## src/tctbd_pkg.sv

```systemverilog
// Package for the two-colour 4x4 tile bitmap decoder.
// Request structs, parse phase codes and the tile job handed to the pixel emitter.
// No dependencies.
package tctbd_pkg;

    // Parse phases
    localparam logic [1:0] PH_HEADER  = 2'd0;
    localparam logic [1:0] PH_PALETTE = 2'd1;
    localparam logic [1:0] PH_TILES   = 2'd2;
    localparam logic [1:0] PH_DONE    = 2'd3;

    // Header byte positions
    localparam logic [2:0] HB_ACROSS_LO = 3'd0;
    localparam logic [2:0] HB_ACROSS_HI = 3'd1;
    localparam logic [2:0] HB_DOWN_LO   = 3'd2;
    localparam logic [2:0] HB_DOWN_HI   = 3'd3;
    localparam logic [2:0] HB_DEPTH_LO  = 3'd4;
    localparam logic [2:0] HB_DEPTH_HI  = 3'd5;

    // Tile byte positions
    localparam logic [2:0] TB_COLOUR1 = 3'd0;
    localparam logic [2:0] TB_COLOUR0 = 3'd1;
    localparam logic [2:0] TB_MAP_LO  = 3'd2;
    localparam logic [2:0] TB_MAP_HI  = 3'd3;

    // Palette component positions
    localparam logic [1:0] PC_BLUE = 2'd2;

    localparam logic [3:0] DEPTH_MAX = 4'd8;

    typedef struct packed {
        logic       start_of_chunk;
        logic [7:0] data_byte;
    } in_req_t;

    typedef struct packed {
        logic [17:0] pixel_x;
        logic [17:0] pixel_y;
        logic [7:0]  red;
        logic [7:0]  green;
        logic [7:0]  blue;
        logic        last_in_tile;
        logic        last_in_frame;
    } out_req_t;

    typedef struct packed {
        logic [15:0] col;
        logic [15:0] row;
        logic [15:0] map;
        logic [23:0] rgb1;
        logic [23:0] rgb0;
        logic        last_tile;
    } tile_job_t;

endpackage

```

## src/tctbd_pixel_emit.sv

```systemverilog
// Pixel emitter: walks one 4x4 tile job into 16 raster-order pixel requests.
// Output register toward the receiver; takes the next job on the last pixel or while idle.
// Depends on tctbd_pkg.
module tctbd_pixel_emit
    import tctbd_pkg::*;
(
    input  logic      clk,
    input  logic      rst_n,
    input  logic      job_valid,
    input  tile_job_t job,
    output logic      job_take,
    output logic      pix_valid,
    input  logic      pix_ready,
    output out_req_t  pix_data
);

    logic      cur_busy_reg, cur_busy_next;
    logic [3:0] cur_idx_reg, cur_idx_next;
    tile_job_t cur_reg, cur_next;
    logic      out_valid_reg, out_valid_next;
    out_req_t  out_reg, out_next;

    logic      fire;
    logic      load;
    logic      sel1;
    logic [23:0] rgb;

    always_comb
    begin
        fire = cur_busy_reg && (!out_valid_reg || pix_ready);
        load = (fire && (cur_idx_reg == 4'hF)) || !cur_busy_reg;
        job_take = load && job_valid;

        // map bit 15 belongs to pixel 0
        sel1 = cur_reg.map[~cur_idx_reg];
        rgb  = sel1 ? cur_reg.rgb1 : cur_reg.rgb0;

        out_next.pixel_x       = {cur_reg.col, cur_idx_reg[1:0]};
        out_next.pixel_y       = {cur_reg.row, cur_idx_reg[3:2]};
        out_next.red           = rgb[23:16];
        out_next.green         = rgb[15:8];
        out_next.blue          = rgb[7:0];
        out_next.last_in_tile  = (cur_idx_reg == 4'hF);
        out_next.last_in_frame = (cur_idx_reg == 4'hF) && cur_reg.last_tile;

        out_valid_next = fire ? 1'b1 : (pix_ready ? 1'b0 : out_valid_reg);

        cur_busy_next = cur_busy_reg;
        cur_idx_next  = fire ? cur_idx_reg + 4'd1 : cur_idx_reg;
        cur_next      = cur_reg;
        if (load)
        begin
            cur_busy_next = job_valid;
            if (job_valid)
            begin
                cur_next     = job;
                cur_idx_next = 4'd0;
            end
        end
    end

    always_ff @(posedge clk or negedge rst_n)
    begin
        if (!rst_n)
        begin
            cur_busy_reg  <= 1'b0;
            cur_idx_reg   <= 4'd0;
            out_valid_reg <= 1'b0;
        end
        else
        begin
            cur_busy_reg  <= cur_busy_next;
            cur_idx_reg   <= cur_idx_next;
            out_valid_reg <= out_valid_next;
        end
    end

    always_ff @(posedge clk)
    begin
        cur_reg <= cur_next;
        if (fire)
        begin
            out_reg <= out_next;
        end
    end

    assign pix_valid = out_valid_reg;
    assign pix_data  = out_reg;

endmodule

```

## config.mk

```make
export PLATFORM = sky130hd
export DESIGN_NAME = tctbd_pixel_emit
export DESIGN_NICKNAME = d
export VERILOG_FILES = /design/src/tctbd_pkg.sv /design/src/tctbd_pixel_emit.sv
export SDC_FILE = /design/constraint.sdc
export NUM_CORES = 1
export LEC_CHECK = 0
export ABC_AREA = 1
export BUFFER_PORTS_ARGS = -buffer_cell sky130_fd_sc_hd__buf_2
export CAP_MARGIN = 5
export CORE_MARGIN = 2
export CORE_UTILIZATION = 57
export CTS_BUF_LIST = sky130_fd_sc_hd__clkbuf_8
export DETAILED_ROUTE_END_ITERATION = 8
export PLACE_DENSITY_LB_ADDON = 0.05
export SLEW_MARGIN = 40
export SYNTH_ARGS = -nofsm -noshare
export SYNTH_HDL_FRONTEND = slang
export SYNTH_SLANG_ARGS = --single-unit
```

## constraint.sdc

```tcl
create_clock -name clk -period 10.6 [get_ports clk]
set_input_delay 1.06 -clock clk [delete_from_list [all_inputs] [get_ports clk]]
set_output_delay 1.06 -clock clk [all_outputs]
set_load 0.005 [all_outputs]
```

==> impl_results.md, run 1 <==
* Starting density of the core at 0.583
* Die area at 0.0108 mm^2
* Final Hold Slack at 0.414 ns
* Fraction of final layout cells with drive strength greater than 1 at 0.392
* Crit path time final at 3.54 ns
* Resized Gates After CTS at 0
* Largest clock skew in the final design at 0.00940 ns
* CTS Hold Buffers Added at 0
* Routed wire length per instance at 14.4 um
* Max-slew violation count at 0
* Worst hold path class: flop to flop
* Critical Path Start: cur_idx_reg[0]
* Total number of vias at 3104
* Setup violators final at 0
* Number of synthesized register bits at 165
* Number of maximum-capacitance violations at 0
* Cell chosen for the clock root: sky130_fd_sc_hd__clkbuf_8
* Final Cycle Share at 0.334
* Worst-skew pair later-pin latency at 0.43 ns
* Post-Syn Area at 0.00567 mm^2
* Synth unique cells at 18
* Top area cells in the synthesized netlist: sky130_fd_sc_hd__edfxtp_1, sky130_fd_sc_hd__nand2_1, sky130_fd_sc_hd__nand3_1
* TritonCTS Buffers at 17
* Die span in x at 104 um
* LEAKAGE at 0.00288 uW
* Num Clock Sinks at 165
* Clock tree from TritonCTS: built
* Setup repair after global routing missed its margin: false
* Number of placement rows at 36
* Sum of negative setup slack at 0 ns
* Worst hold stages at 0
* Area fraction of the dominant cell type after synthesis at 0.842
* Sequential element share of the synthesized area at 0.868
* Critical R2R Launch: cur_idx_reg[0]
* Post-route DRC violation count at 0
* Maximum buffer depth of the clock tree at 2
* Ports placed on the boundary at 165
* Top cell type by total area after synthesis: sky130_fd_sc_hd__edfxtp_1
* Cell count after synthesis at 324
* # nets final at 604
* Initial DRC count at 115
* Die span in y at 104 um
* Area growth, synth to finish at 23.3%
* Remaining max-slew budget at the tightest pin at 0.463
* Highest clock rate at 283 MHz
* Worst-Margin Slew at 0.805 ns
* Antenna violations before repair at 0
* Pin count of the biggest net entering global routing at 68
* Clock slew at reported path FFs at 0.08 ns
* Type of the setup path with the least slack: flop to primary output
* Number of flip-flops in the largest register at 97
* Overflow left after global routing at 0
* Vias in the first global route at 2914
* Reg2reg path depth at 8
* Crit-path max FO at 33
* Final core utilization at 0.719
* Mean post-synth cell area at 17.5 um^2
* Total of warnings raised by yosys at 0
* Start point of the worst min-delay path: cur_reg[74]
* Status: finished, final reports clean
* Filler cell count in the final layout at 662
* IR drop worst, VDD at 0.173 mV
* First-pass GRT wire length at 14500 um
* Synthesized netlist net count at 426
* Data arrival, critical path at 2.48 ns
* Per-cell via count in the routed design at 4.80
* Post-layout total power at 1840 uW
* Sort of element at the start of the critical path: flop
* Diodes inserted at 0
* Count of input and output buffers at 164
* Core area at 0.00973 mm^2
* Global routing usage summed across all routing layers at 0.183
* Weighted congestion at the end of routability-driven global placement at 0.813
* Number of post-CTS setup repair buffers at 0
* Detail Placement HPWL at 6100 um
* Power per unit of standard cell area at 263 mW/mm^2
* Critical path capture point type: primary output
* Number of antenna-violating nets in the routed design at 0
* Total number of H-tree levels at 4
* Detailed-routing iteration count for the pre-antenna-repair pass at 4
* Total wire length at 9310 um
* Hold violation total from the final report at 0
* Critical path data required time at 9.54 ns
==> routing by layer <==
layer / track usage / routed length [um] / vias to the layer above
li1: - / - / 1519
met1: 0.231 / 3860 / 1437
met2: 0.289 / 4630 / 131
met3: 0.0686 / 652 / 17
met4: 0.0792 / 170 / 0
met5: 0 / 0 / -
==> synth_stat cells (all sizes together) <==
| cell type | n |
|---|---|
| buf | 7 |
| dfrtp | 6 |
| edfxtp | 159 |
| ha | 1 |
| inv | 25 |
| nand2 | 76 |
| nand3 | 39 |
| nor2 | 5 |
| nor3 | 1 |
| o21ai | 4 |
| xor2 | 1 |
==> through the flow <==
step | instances | area (um^2) | setup WS, ns
finish | 646 | 7000 | 7.06
global route | 646 | 7000 | 6.76
CTS | 646 | 6990 | 6.98
detailed placement | 616 | 6620 | 7.21
global placement | 616 | 6620 | 7.28
floorplan | 324 | 5670 | 6.07
==> worst max-delay path: stages (launching register included) <==
cell,delay [ns]
sky130_fd_sc_hd__dfrtp_1,0.58
sky130_fd_sc_hd__ha_1,0.24
sky130_fd_sc_hd__inv_1,0.06
sky130_fd_sc_hd__nor3_2,0.25
sky130_fd_sc_hd__inv_2,0.06
sky130_fd_sc_hd__o21ai_2,0.12
sky130_fd_sc_hd__nand2_1,0.16
sky130_fd_sc_hd__inv_4,0.36
sky130_fd_sc_hd__buf_2,0.19
==> report_power, final <==
group | leakage (uW) | internal (uW) | total [uW] | switching (uW)
clock | 0.000188 | 225 | 429 | 204
sequential | 0.00157 | 931 | 980 | 49.6
combinational | 0.00113 | 147 | 433 | 286
==> cell families after synthesis <==
| kind of cell | share of synthesized area |
|---|---|
| adders and majority gates | 0.00221 |
| DFF | 0.868 |
| and+or+nand+nor | 0.0964 |
| buffers and inverters | 0.0274 |
| xor gates and xnor gates | 0.00154 |
| AOI/OAI and AO/OA | 0.00419 |
==> layout by cell type, fill, tap and decap left out, types with 2 or more instances in the layout <==
cell type                    netlist  final
sky130_fd_sc_hd__clkinv_1          0      4
sky130_fd_sc_hd__buf_2             1    164
sky130_fd_sc_hd__nand3_1          36     36
sky130_fd_sc_hd__nand2_1          75     75
sky130_fd_sc_hd__nand3_4           2      2
sky130_fd_sc_hd__bufinv_16         0      3
sky130_fd_sc_hd__inv_2             2      3
sky130_fd_sc_hd__clkinvlp_4        0      2
sky130_fd_sc_hd__clkinv_2          0      2
sky130_fd_sc_hd__dfrtp_1           6      6
sky130_fd_sc_hd__clkbuf_8          0     17
sky130_fd_sc_hd__o21ai_0           3      3
sky130_fd_sc_hd__edfxtp_1        159    159
sky130_fd_sc_hd__inv_1            23     22
sky130_fd_sc_hd__nor2_1            5      5
==> path summary, 6_finish.rpt <==
kind,end,slack (ns)
min in group asynchronous,pix_valid,0.44
hold reg to reg,pix_data[37],0.41
setup reg to reg,cur_reg[41],7.62
hold / removal,pix_data[37],0.41
setup / recovery,job_take,7.06
max in group asynchronous,cur_idx_reg[2],10.02
==> final cells by class <==
| class | count | area [um^2] | area share |
|---|---|---|---|
| timing repair buffer | 166 | 840 | 0.120 |
| sequential | 165 | 4920 | 0.704 |
| clock buffer | 17 | 234 | 0.0334 |
| tap | 133 | 166 | 0.0238 |
| inverter | 25 | 96.3 | 0.0138 |
| multi-input combinational | 127 | 592 | 0.0846 |
| clock inverter | 13 | 143 | 0.0204 |
Note: power is estimated with default switching activity, not from simulation.
==> run 2, diff against run 1 <==
Settings changed: ABC_AREA 1 to 0, CORE_UTILIZATION 57 to 54.
Clock period 10.6 ns to 3.59 ns, I/O delays scaled along.
==> impl_results.md, run 2 <==
* Async set-or-reset flop fraction in the synthesized netlist at 0.0364 (unchanged)
* Crit-path slowest cell: sky130_fd_sc_hd__dfrtp_1 (unchanged)
* Post-route DRC violation count at 0 (unchanged)
* Number of synthesized register bits at 165 (unchanged)
* Starting density of the core at 0.548 (was 0.583)
* Post-Place Cell Area at 0.00720 mm^2 (was 0.00662 mm^2)
* Xor/xnor share of the synthesized area at 0.00424 (was 0.00154)
* Pin count of the biggest net entering global routing at 48 (was 68)
* Number of enable flip-flop cells after synthesis at 159 (unchanged)
* Family with the most delay on the worst path: simple AND/OR/NAND/NOR gates (was buffers and inverters)
* Power per unit of standard cell area at 706 mW/mm^2 (was 263 mW/mm^2)
* Final Instance Area at 0.00759 mm^2 (was 0.00700 mm^2)
* CP bufs+invs at 1 (was 4)
* LEAKAGE at 0.00288 uW (about the same)
* Area fraction of the dominant cell type after synthesis at 0.770 (was 0.842)
* Critical path capture point type: primary output (unchanged)
* Number of antenna-violating nets in the routed design at 0 (unchanged)
* Synth Flop Type: sky130_fd_sc_hd__edfxtp_1 (unchanged)
* Largest family of logic cells by synthesized area: compound AO/OA/AOI/OAI gates (was simple AND/OR/NAND/NOR gates)
* Reg2reg path depth at 5 (was 8)
* Crit path time final at 2.67 ns
* Global routing met2 resource utilization at 0.297 (was 0.289)
* Critical R2R Launch: cur_idx_reg[0] (unchanged)
* Remaining max-slew budget at the tightest pin at 0.519 (was 0.463)
* Most used standard cell by instance count after synthesis: sky130_fd_sc_hd__edfxtp_1 (unchanged)
* Post-Synth Adder-Cell Area at 0.00202 (was 0.00221)
* Commonest cells after routing, fill and taps aside: sky130_fd_sc_hd__buf_2, sky130_fd_sc_hd__edfxtp_1, sky130_fd_sc_hd__o211ai_1, sky130_fd_sc_hd__mux2i_1, sky130_fd_sc_hd__nand4_1 (was sky130_fd_sc_hd__buf_2, sky130_fd_sc_hd__edfxtp_1, sky130_fd_sc_hd__nand2_1, sky130_fd_sc_hd__nand3_1, sky130_fd_sc_hd__inv_1)
* Number of placement rows at 39 (was 36)
* Largest clock skew in the final design at 0.0201 ns (was 0.00940 ns)
* Num Clock Sinks at 165 (unchanged)
* Critical-path cell list: ha_1, and3_1, a21bo_2, and2_4, buf_2 (was ha_1, inv_1, nor3_2, inv_2, o21ai_2, nand2_1, inv_4, buf_2)
* Fraction of final layout cells with drive strength greater than 1 at 0.467 (was 0.392)
* Final Hold Slack at 0.0850 ns (was 0.414 ns)
* Worst-Margin Slew at 0.719 ns (was 0.805 ns)
* Top cells by instance count after synthesis: sky130_fd_sc_hd__edfxtp_1, sky130_fd_sc_hd__o211ai_1, sky130_fd_sc_hd__mux2i_1, sky130_fd_sc_hd__nand4_1, sky130_fd_sc_hd__o211ai_2 (was sky130_fd_sc_hd__edfxtp_1, sky130_fd_sc_hd__nand2_1, sky130_fd_sc_hd__nand3_1, sky130_fd_sc_hd__inv_1, sky130_fd_sc_hd__dfrtp_1)
* Count of input and output buffers at 164 (unchanged)
* Simple logic cell fraction of the synthesized area at 0.0402 (was 0.0964)
* Sort of element at the start of the critical path: flop (unchanged)
* Top area cells in the synthesized netlist: sky130_fd_sc_hd__edfxtp_1, sky130_fd_sc_hd__mux2i_1, sky130_fd_sc_hd__o211ai_2 (was sky130_fd_sc_hd__edfxtp_1, sky130_fd_sc_hd__nand2_1, sky130_fd_sc_hd__nand3_1)
* Antenna violations before repair at 0 (unchanged)
* Per-cell via count in the routed design at 5.37 (was 4.80)
* Core area at 0.0113 mm^2 (was 0.00973 mm^2)
* Area growth, synth to finish at 22.5% (was 23.3%)
* Cell count after synthesis at 320 (was 324)
* Total of warnings raised by yosys at 0 (unchanged)
* Type of the setup path with the least slack: flop to primary output (unchanged)
* Maximum buffer depth of the clock tree at 2 (unchanged)
* Crit-path max FO at 45 (was 33)
* Synthesized netlist net count at 422 (was 426)
* Weighted congestion at the end of routability-driven global placement at 0.717 (was 0.813)
* Data arrival, critical path at 2.31 ns (was 2.48 ns)
* Die area at 0.0124 mm^2 (was 0.0108 mm^2)
* Cell chosen for the clock root: sky130_fd_sc_hd__clkbuf_8 (unchanged)
* Most utilized layer in the global route result: met2 (unchanged)
* Number of flip-flops in the largest register at 97 (unchanged)
* Routing usage on met1 at 0.244 (was 0.231)
* Highest clock rate at 375 MHz
* Overflow left after global routing at 0 (unchanged)
* Initial DRC count at 228 (was 115)
* Clock slew at reported path FFs at 0.09 ns (was 0.08 ns)
* # nets final at 592 (was 604)
* Detailed-routing iteration count for the pre-antenna-repair pass at 4 (unchanged)
* Met3 Use GR at 0.0552 (was 0.0686)
* Post-layout total power at 5360 uW (was 1840 uW)
* Final Cycle Share at 0.743
* Top cell type by total area after synthesis: sky130_fd_sc_hd__edfxtp_1 (unchanged)
* Worst-skew pair later-pin latency at 0.45 ns (was 0.43 ns)
* Sum of negative setup slack at 0 ns (unchanged)
* Setup violators final at 0 (unchanged)
* IR drop worst, VDD at 0.353 mV (was 0.173 mV)
* Max-slew violation count at 0 (unchanged)
* First-pass GRT wire length at 17300 um (was 14500 um)
* Number of post-CTS setup repair buffers at 0 (unchanged)
* Mean post-synth cell area at 19.4 um^2 (was 17.5 um^2)
* Critical Path Start: cur_idx_reg[1] (was cur_idx_reg[0])
* Total wire length at 11100 um (was 9310 um)
* Sequential element share of the synthesized area at 0.794 (was 0.868)
* Total number of vias at 3472 (was 3104)
* Die span in x at 111 um (was 104 um)
* Routed wire length per instance at 17.1 um (was 14.4 um)
* Longest individual stage delay on the worst path at 0.55 ns (was 0.58 ns)
* Setup repair after global routing missed its margin: false (unchanged)
* Post-Syn Area at 0.00620 mm^2 (was 0.00567 mm^2)
* Worst hold path class: input pin to flop (was flop to flop)
* Number of maximum-capacitance violations at 0 (unchanged)
* Resized Gates After CTS at 0 (unchanged)
* TritonCTS Buffers at 17 (unchanged)
* Critical path data required time at 3.23 ns (was 9.54 ns)
* Post-synthesis mux area share at 0.0567 (was 0)
* Hold violation total from the final report at 0 (unchanged)
* Total number of H-tree levels at 4 (unchanged)
* Start point of the worst min-delay path: job[33] (was cur_reg[74])
* Clock tree from TritonCTS: built (unchanged)
* Ports placed on the boundary at 165 (unchanged)
* Critical Path Stages at 5 (was 8)
* Worst hold stages at 1 (was 0)
* Die span in y at 111 um (was 104 um)
* Synth unique cells at 31 (was 18)
* Most common cell after layout, fill and taps aside: sky130_fd_sc_hd__buf_2 (unchanged)
* Compound-gate portion of the synthesized area at 0.0819 (was 0.00419)
* Global routing usage summed across all routing layers at 0.187 (was 0.183)
* Vias in the first global route at 3445 (was 2914)
* Status: finished, final reports clean (unchanged)
## run 2: cell count changes in the layout (fill, tap and decap cells not counted), sizes merged, moves of 3 or more
cell    before  now
buf        166  171
inv         26   10
mux2         0    3
mux2i        0   26
nand2       76    3
nand2b       0    4
nand3       39    3
nand4        0   24
o211ai       0   48
o21ai        4    0
## run 2: timing repair
item                                    4_1_cts  5_1_grt
hold buffers                                  1        0
endpoints found under the setup margin        0        0
endpoints found under the hold margin         6        0
## run 2: kinds of logic after synthesis
| group | count (synthesis) |
|---|---|
| AND/OR/NAND/NOR | 43 |
| multiplexers | 31 |
| XOR/XNOR | 3 |
| flip-flops | 165 |
| buffers and inverters | 23 |
| AO/OA/AOI/OAI | 54 |
| adder cells (fa/ha/maj) | 1 |
## run 2: power by group
group          internal [uW]  switching (uW)  leakage (uW)  total [uW]
registers               2460             130       0.00155        2590
clock network            565             695      0.000193        1260
logic                    643             868       0.00114        1510
## run 2: final cells by class
class                   count  area [um^2]
well taps                 143          179
clock inverters            15          144
repair buffers            172          908
inverters                   2         7.51
flip-flops and latches    165         4920
clock buffers              17          234
fillers                   804         3730
multi-input cells         132         1190
diodes                      1         2.50
## run 2: stage by stage
step | cells | worst slack, ns | utilization
6_report | 647 | 0.924 | 0.671
5_1_grt | 646 | 0.695 | 0.671
4_1_cts | 646 | 0.850 | 0.671
3_5_place_dp | 613 | 1.24 | 0.636
3_3_place_gp | 613 | 1.28 | 0.634
2_1_floorplan | 320 | 0.925 | -
## run 2: final timing paths
path / end / slack [ns]
worst max-delay path: job_take / 0.92
worst min-delay path: cur_reg[33] / 0.09
worst max register to register: pix_data[21] / 1.26
worst min register to register: pix_data[34] / 0.41
max in group asynchronous: cur_idx_reg[3] / 3.18
min in group asynchronous: pix_valid / 0.27
## run 2: routing by layer
layer	share of wire	routed length (um)
met5	0	0
met4	0.0072	80
met3	0.067	740
met2	0.50	5560
met1	0.42	4690
## run 2: worst reg2reg max path, stage by stage (launching register included)
cell and delay (ns):
sky130_fd_sc_hd__dfrtp_1 0.55, sky130_fd_sc_hd__mux4_2 0.58, sky130_fd_sc_hd__mux2i_4 0.15, sky130_fd_sc_hd__buf_4 0.40, sky130_fd_sc_hd__mux2i_1 0.30, sky130_fd_sc_hd__o211ai_2 0.10
==> run 3, diff against run 2 <==
Settings changed: CORE_UTILIZATION 54 to 49.
Clock period 3.59 ns to 2.3 ns, I/O delays scaled along.
==> impl_results.md, run 3 (same netlist as run 2, synthesis figures left out) <==
* Starting density of the core at 0.497 (was 0.548)
* Die span in x at 116 um (was 111 um)
* Area growth, synth to finish at 40.8% (was 22.5%)
* Detailed-routing iteration count for the pre-antenna-repair pass at 4 (unchanged)
* Sort of element at the start of the critical path: flop (unchanged)
* Crit path time final at 2.12 ns
* Worst-skew pair later-pin latency at 0.44 ns (was 0.45 ns)
* Die area at 0.0136 mm^2 (was 0.0124 mm^2)
* Hold violation total from the final report at 0 (unchanged)
* Longest individual stage delay on the worst path at 0.56 ns (was 0.55 ns)
* Filler cell count in the final layout at 855 (was 804)
* Family with the most delay on the worst path: multiplexers (was simple AND/OR/NAND/NOR gates)
* Clock tree from TritonCTS: built (unchanged)
* Sum of negative setup slack at 0 ns (unchanged)
* Worst hold path class: input pin to async pin (was input pin to flop)
* Post-route DRC violation count at 0 (unchanged)
* Weighted congestion at the end of routability-driven global placement at 0.750 (was 0.717)
* CP bufs+invs at 1 (unchanged)
* Type of the setup path with the least slack: flop to flop (was flop to primary output)
* Fraction of final layout cells with drive strength greater than 1 at 0.397 (was 0.467)
* Global routing usage summed across all routing layers at 0.196 (was 0.187)
* Status: finished, final reports clean (unchanged)
* # nets final at 704 (was 592)
* Pin count of the biggest net entering global routing at 62 (was 48)
* Cell chosen for the clock root: sky130_fd_sc_hd__clkbuf_8 (unchanged)
* Remaining max-slew budget at the tightest pin at 0.539 (was 0.519)
* Setup violators final at 0 (unchanged)
* Final Hold Slack at 0.145 ns (was 0.0850 ns)
* Crit-path max FO at 24 (was 45)
* LEAKAGE at 0.00339 uW (was 0.00288 uW)
* Ports placed on the boundary at 165 (unchanged)
* Max-slew violation count at 0 (unchanged)
* Core area at 0.0125 mm^2 (was 0.0113 mm^2)
* Crit-path slowest cell: sky130_fd_sc_hd__mux4_2 (was sky130_fd_sc_hd__dfrtp_1)
* Diodes inserted at 0 (was 1)
* Number of flip-flops in the largest register at 97 (unchanged)
* Largest clock skew in the final design at 0.00640 ns (was 0.0201 ns)
* Commonest cells after routing, fill and taps aside: sky130_fd_sc_hd__buf_2, sky130_fd_sc_hd__edfxtp_1, sky130_fd_sc_hd__dlygate4sd3_1, sky130_fd_sc_hd__o211ai_1, sky130_fd_sc_hd__mux2i_1 (was sky130_fd_sc_hd__buf_2, sky130_fd_sc_hd__edfxtp_1, sky130_fd_sc_hd__o211ai_1, sky130_fd_sc_hd__mux2i_1, sky130_fd_sc_hd__nand4_1)
* Critical path data required time at 2.48 ns (was 3.23 ns)
* Initial DRC count at 256 (was 228)
* Data arrival, critical path at 2.30 ns (was 2.31 ns)
* Routed wire length per instance at 16.6 um (was 17.1 um)
* Placement Setup Slack at 0.0893 ns (was 1.24 ns)
* Num Clock Sinks at 165 (unchanged)
* Per-cell via count in the routed design at 4.99 (was 5.37)
* Total number of H-tree levels at 4 (unchanged)
* Worst-Margin Slew at 0.689 ns (was 0.719 ns)
* TritonCTS Buffers at 17 (unchanged)
* Highest clock rate at 472 MHz
* Number of placement rows at 41 (was 39)
* Count of input and output buffers at 164 (unchanged)
* Number of maximum-capacitance violations at 0 (unchanged)
* Maximum buffer depth of the clock tree at 2 (unchanged)
* Vias in the first global route at 3958 (was 3445)
* Setup repair after global routing missed its margin: false (unchanged)
* Clock slew at reported path FFs at 0.08 ns (was 0.09 ns)
* Final Cycle Share at 0.922
* Detail Placement HPWL at 7570 um
* Most common cell after layout, fill and taps aside: sky130_fd_sc_hd__buf_2 (unchanged)
* Total wire length at 13000 um (was 11100 um)
* Number of antenna-violating nets in the routed design at 0 (unchanged)
* Crit path setup slack, layout at 0.180 ns (was 0.924 ns)
* Final core utilization at 0.700 (was 0.671)
* Overflow left after global routing at 0 (unchanged)
* Total number of vias at 3930 (was 3472)
* First-pass GRT wire length at 19300 um (was 17300 um)
* Critical-path cell list: mux4_2, mux2i_4, buf_12, mux2i_1, o211ai_2 (was ha_1, and3_1, a21bo_2, and2_4, buf_2)
* Die span in y at 116 um (was 111 um)
* IR drop worst, VDD at 0.515 mV (was 0.353 mV)
* Power per unit of standard cell area at 976 mW/mm^2 (was 706 mW/mm^2)
* Antenna violations before repair at 0 (unchanged)
* Critical path capture point type: flop (was primary output)
run 3: changes by cell type in the layout (fill, tap and decap cells not counted), sizes merged:
cell         before  now
buf             171  185
dlygate4sd3       1   99
inv              10    9
diode             1    0
clkinvlp          1    0
clkbuf           17   19
run 3: through the flow:
stage	total power (uW)	area, um^2	instances
3_3_place_gp	6520	7320	648
3_5_place_dp	6630	7330	648
2_1_floorplan	5800	6200	320
6_report	8520	8730	787
4_1_cts	8570	8670	779
5_1_grt	8980	8730	787
run 3: final timing paths:
path | start | to | slack, ns | cells after the start
worst max register to register | cur_idx_reg[0] | pix_data[17] | 0.18 | 5
worst min register to register | cur_reg[86] | pix_data[51] | 0.42 | 0
worst max-delay path | cur_idx_reg[0] | pix_data[17] | 0.18 | 5
worst min-delay path | rst_n | pix_valid | 0.15 | 2
min in group clk | pix_ready | pix_valid | 0.18 | 3
max in group asynchronous | rst_n | cur_idx_reg[0] | 1.99 | 2
run 3: per-layer routing:
layer	GRT usage	up-vias	wire, um	part of all wire
met5	0	-	0	0
met4	0.0881	0	189	0.014
met3	0.0524	15	747	0.057
met2	0.333	147	6720	0.52
met1	0.236	1890	5390	0.41
li1	-	1878	-	-
run 3: cell type report:
type | count | area [um^2] | area share
flip-flops and latches | 165 | 4930 | 0.565
repair buffers | 284 | 2060 | 0.236
multi-input cells | 132 | 1180 | 0.135
clock buffers | 19 | 262 | 0.0300
well taps | 172 | 215 | 0.0247
clock inverters | 13 | 80.1 | 0.00917
inverters | 2 | 7.51 | 0.000860
run 3: timing repair:
action                     CTS  global route
pin swaps                    0             1
buffers inserted             0             8
resized for setup            2             0
hold endpoints to repair   104             0
setup endpoints to repair    1             1
hold buffers                99             0
run 3: report_power, final:
group | internal (uW) | switching (uW)
clock network | 874 | 952
registers | 3840 | 196
logic | 1220 | 1430
total | 5940 | 2580
